**src/rtl/core/bsrc_pkg.sv**
```systemverilog
// ----------------------------------------------------------------------------
// bsrc_pkg
// Shared types, codes and defaults of the bandlimited sample rate converter.
// ----------------------------------------------------------------------------
package bsrc_pkg;

    localparam int TABLE_DEPTH_DEF   = 8192;
    localparam int HISTORY_DEPTH_DEF = 1024;
    localparam int MAX_OUT           = 64;

    // item modes
    localparam logic [1:0] MODE_COEF = 2'd0;
    localparam logic [1:0] MODE_DIFF = 2'd1;
    localparam logic [1:0] MODE_PUSH = 2'd2;

    // configuration register indexes
    localparam logic [2:0] CFG_TIME_STEP   = 3'd0;
    localparam logic [2:0] CFG_FILTER_STEP = 3'd1;
    localparam logic [2:0] CFG_INTERP      = 3'd2;
    localparam logic [2:0] CFG_WING_LENGTH = 3'd3;
    localparam logic [2:0] CFG_GAIN        = 3'd4;
    localparam logic [2:0] CFG_REACH       = 3'd5;

    localparam logic [19:0] TIME_STEP_RST   = 20'd32768;
    localparam logic [15:0] FILTER_STEP_RST = 16'd32768;
    localparam logic [13:0] WING_LENGTH_RST = 14'd1536;
    localparam logic [15:0] GAIN_RST        = 16'd16384;
    localparam logic [9:0]  REACH_RST       = 10'd17;
    localparam logic [15:0] FILTER_STEP_MIN = 16'd2048;

    typedef struct packed {
        logic [1:0]         mode;
        logic [12:0]        table_index;
        logic signed [15:0] value;
    } in_t;

    typedef struct packed {
        logic signed [15:0] out_sample;
        logic               last_of_run;
    } out_t;

    // control from the tap sequencer to the MAC
    typedef struct packed {
        logic       clear;
        logic       issue;
        logic [6:0] frac;
        logic       interp;
    } mac_ctl_t;

endpackage

```
**src/rtl/core/bsrc_mac.sv**
```systemverilog
// ----------------------------------------------------------------------------
// bsrc_mac
// Tap pipeline: coefficient interpolation, product rounding, accumulation.
// ----------------------------------------------------------------------------
module bsrc_mac
    import bsrc_pkg::*;
(
    input  logic               clk,
    input  logic               rst_n,
    input  mac_ctl_t           ctl,
    input  logic [15:0]        coef_q,
    input  logic [15:0]        diff_q,
    input  logic [15:0]        hist_q,
    output logic signed [31:0] acc,
    output logic               busy
);

    logic               v1_reg, v2_reg, v3_reg;
    logic [6:0]         frac1_reg;
    logic signed [15:0] coef_reg, x_reg;
    logic signed [23:0] dp_reg;
    logic signed [32:0] prod_reg;
    logic signed [31:0] acc_reg;
    logic signed [16:0] c_sum;
    logic signed [32:0] prod_w;
    logic signed [18:0] rnd;

    assign c_sum  = 17'($signed(coef_reg)) + (ctl.interp ? 17'(dp_reg >>> 7) : 17'sd0);
    assign prod_w = 33'(c_sum) * 33'(x_reg);
    assign rnd    = 19'((prod_reg + 33'sd8192) >>> 14);

    always_ff @(posedge clk or negedge rst_n)
    begin
        if (!rst_n)
        begin
            v1_reg  <= 1'b0;
            v2_reg  <= 1'b0;
            v3_reg  <= 1'b0;
            acc_reg <= '0;
        end
        else
        begin
            v1_reg <= ctl.issue;
            v2_reg <= v1_reg;
            v3_reg <= v2_reg;
            if (ctl.clear)
            begin
                acc_reg <= '0;
            end
            else if (v3_reg)
            begin
                acc_reg <= acc_reg + 32'(rnd);
            end
        end
    end

    always_ff @(posedge clk)
    begin
        frac1_reg <= ctl.frac;
        coef_reg  <= $signed(coef_q);
        x_reg     <= $signed(hist_q);
        dp_reg    <= 24'($signed(diff_q)) * 24'($signed({1'b0, frac1_reg}));
        prod_reg  <= prod_w;
    end

    assign acc  = acc_reg;
    assign busy = v1_reg | v2_reg | v3_reg;

endmodule

```
**config.mk**
```make
export PLATFORM = sky130hd
export DESIGN_NAME = bsrc_mac
export DESIGN_NICKNAME = d
export VERILOG_FILES = /design/src/rtl/core/bsrc_pkg.sv /design/src/rtl/core/bsrc_mac.sv
export SDC_FILE = /design/constraint.sdc
export NUM_CORES = 1
export LEC_CHECK = 0
export BUFFER_PORTS_ARGS = -buffer_cell sky130_fd_sc_hd__buf_2
export CAP_MARGIN = 15
export CORE_AREA = 3 3 192 194
export DETAILED_ROUTE_END_ITERATION = 10
export DIE_AREA = 0 0 195 197
export GPL_ROUTABILITY_DRIVEN = 0
export PLACE_DENSITY_LB_ADDON = 0.1
export SKIP_LAST_GASP = 1
export SYNTH_ARGS = -nofsm -noshare
export SYNTH_HDL_FRONTEND = slang
export SYNTH_SLANG_ARGS = --single-unit
export TNS_END_PERCENT = 100
```
**constraint.sdc**
```tcl
create_clock -name clk -period 20.6 [get_ports clk]
set_clock_uncertainty 0.2 [all_clocks]
set_input_delay 3.09 -clock clk [delete_from_list [all_inputs] [get_ports clk]]
set_output_delay 3.09 -clock clk [all_outputs]
set_load 0.05 [all_outputs]
```
==> run_results.csv <==
group,metric,value,unit
status,status,"finished, final reports clean",
sta,period_share,56.9,%
synthesis,synth_area_leader_cell,"fa_1",
cells_and_area,drive_above_1_share,6.56,%
routing,firstDrtPassIters,5,
cells_and_area,multiInputGateArea,15100,um^2
synthesis,syn_nets,2677,
floorplanning,rows,69,
cts,clk_pin_slew,0.08,ns
sta,hold_viol_final,0,
global_route,track_usage,23.2,%
synthesis,syn_area,19400,um^2
setup_path,cp-start-kind,"primary input",
cts,clkLatencyLatePin,0.38,ns
floorplanning,die_area,38400,um^2
cts,clk_path_buf_depth,2,
cts,numCtsBuffers,9,
cells_and_area,final_util,58.4,%
routing,wl_per_cell,16.1,um
setup_path,worstPathRequired,20.70,ns
sta,worst_pin_slew,0.883,ns
synthesis,yosys_most_used_dff,"dfxtp_1",
sta,fmax,0.0853,GHz
cells_and_area,largest_reg_flops,32,
floorplanning,die_w,195,um
synthesis,yosys_warnings,0,
place,portBuffers,92,
sta,finalSetupViolCount,0,
synthesis,synth_edf_count,0,
synthesis,syn_area_per_cell,9.33,um^2
synthesis,ys_seq_area_share,12.4,%
setup_path,crit_path_end_kind,"flip-flop",
cts,cts_tree,"done",
sta,setup_slack,8.87,ns
sta,finalMaxSlewViolations,0,
sta,min_period,11.73,ns
routing,drcViolationCount,0,
cts,cts.sinks,111,
sta,rsz0062_at_grt,"false",
setup_path,path_buf_inv,5,
setup_path,worst-path-max-fanout,20,
sta,hold_slack,0.175,ns
cts,postCtsSetupBuffers,0,
floorplanning,coreArea,35400,um^2
sta,maxSlewHeadroom,41.0,%
setup_path,cpLargestDelayFamily,"adder cells",
routing,dr_total_vias,13700,
synthesis,yosysUniqueCellTypes,65,
setup_path,slowest_stage,"and3_1",
sta,fin_setup_tns,0,ns
place,hpwlAfterDp,34400,um
setup_path,worstPathArrival,11.83,ns
global_route,grt_overflow,0,
routing,first_iter_violations,645,
global_route,grt_max_degree,50,
synthesis,ys_async_sr_fraction,31.5,%
routing,vias_per_cell,5.26,
setup_path,cpMostUsedCell,"fa_1",
cts,cts-hold-fix-buffers,0,
synthesis,syn_inst,2080,
cells_and_area,seq_area,2400,um^2
cts,root_buffer,"clkbuf_16",
routing,wirelength,41900,um
setup_path,cpPeakStageDelay,0.69,ns
hold_path,hold_path_class,"flip-flop to flip-flop",
synthesis,synth.area.top_cells,"fa_1, ha_1, inv_1",
synthesis,ys_ff_latch,111,
cells_and_area,area_delta_synth_final,6.51,%
cts,cts-resized-gates,0,
cells_and_area,nFillCells,3220,
synthesis,synth_top_area_share,37.4,%
cts,htreeDepth,3,
floorplanning,die_y,197,um
run,maxCapViolCount,0,
global_route,antenna_found_initial,0,
place,pre_cts_ws,8.48,ns
floorplanning,start_util,54.8,%
cells_and_area,final_nets,2740,
global_route,grt_pass1_wl,72600,um
floorplanning,io_pins,93,
cells_and_area,diodes,0,
setup_path,path_class,"primary input to flip-flop",
routing,final_antenna_net_count,0,
global_route,grt_pass1_vias,14900,
-- worst reg2reg max path: cells and delay by family, from the launching register on --
kind                     cells  cell delay [ns]
adder cells (fa/ha/maj)      9             3.84
XOR/XNOR                     1             0.13
flip-flops                   1             0.30
buffers and inverters        4             0.30
AND/OR/NAND/NOR              4             0.96
AO/OA/AOI/OAI               14             3.31
-- cell type report --
cell class | count | share of cell area (%)
Inverter | 444 | 8.07
Clock buffer | 10 | 1.21
Clock inverter | 6 | 0.242
Timing Repair Buffer | 109 | 2.85
Sequential cell | 111 | 11.6
Tap cell | 461 | 2.79
Multi-Input combinational cell | 1468 | 73.2
-- stage by stage --
| step | instance area (um^2) | instances |
|---|---|---|
| 2_1_floorplan | 19400 | 2080 |
| 3_3_place_gp | 20400 | 2593 |
| 3_5_place_dp | 20400 | 2593 |
| 4_1_cts | 20700 | 2609 |
| 5_1_grt | 20700 | 2609 |
| 6_report | 20700 | 2609 |
-- Yosys cell counts (all sizes together) (8+ instances only) --
library cell  number
inv              444
fa               362
and2             207
nand2            177
ha               175
nor2              89
dfxtp             76
xnor2             75
a21oi             49
clkbuf            49
dfrtp             35
o21ai             35
a21o              27
nand3             24
xor2              24
mux2i             22
nor3              21
o21a              21
nor2b             20
and3              19
nand2b            14
o21bai            10
a31oi              8
buf                8
nand4              8
-- placed cells by master, fill, tap and decap left out, types with 12 or more instances in the layout --
cell      netlist  routed
nor3_1         20      20
and2_1        207     207
ha_1          175     175
nand2b_1       14      14
dfxtp_1        76      76
o21ai_1        22      22
nand3_1        24      24
nor2_1         89      89
nand2_1       177     177
a21oi_1        48      48
buf_4           0      17
a21o_1         27      27
dfrtp_1        35      34
fa_1          362     362
o21ai_0        12      12
xor2_1         24      24
inv_1         444     444
mux2i_1        22      22
xnor2_1        75      73
and3_1         19      19
nor2b_1        19      19
buf_2           4      92
o21a_1         21      21
-- per-layer routing --
metal  part of all wire [%]  track usage [%]
met1                     46             31.8
met2                     49             39.9
met3                    3.8             2.65
met4                    1.8             5.62
met5                      0                0
-- path summary, 6_finish.rpt --
kind                                    from                    to  slack, ns  cells after the start
min                         v1_reg$_DFF_PN0_      v2_reg$_DFF_PN0_       0.17                      0
min in group asynchronous              rst_n      v3_reg$_DFF_PN0_       2.62                      1
min reg2reg                 v1_reg$_DFF_PN0_      v2_reg$_DFF_PN0_       0.17                      0
max reg2reg                dp_reg[7]$_DFF_P_  prod_reg[31]$_DFF_P_      11.52                     32
max in group asynchronous              rst_n      v3_reg$_DFF_PN0_      17.00                      1
max                                   ctl[0]  prod_reg[31]$_DFF_P_       8.87                     33
-- cells by family (layout without fill, tap and decap cells) --
group                      count (synthesis)  count (layout)  share of synthesized area [%]
xor gates and xnor gates                  99              99                           4.47
muxes                                     23              23                           1.19
DFF                                      111             111                           12.4
AOI/OAI and AO/OA                        200             200                           7.33
adders and majority gates                537             537                           48.7
buffers and inverters                    501             569                           9.72
and+or+nand+nor                          609             609                           16.3
Power is not shown: default switching activity piles up to over one toggle a cycle in this logic, so the estimate is an artifact.
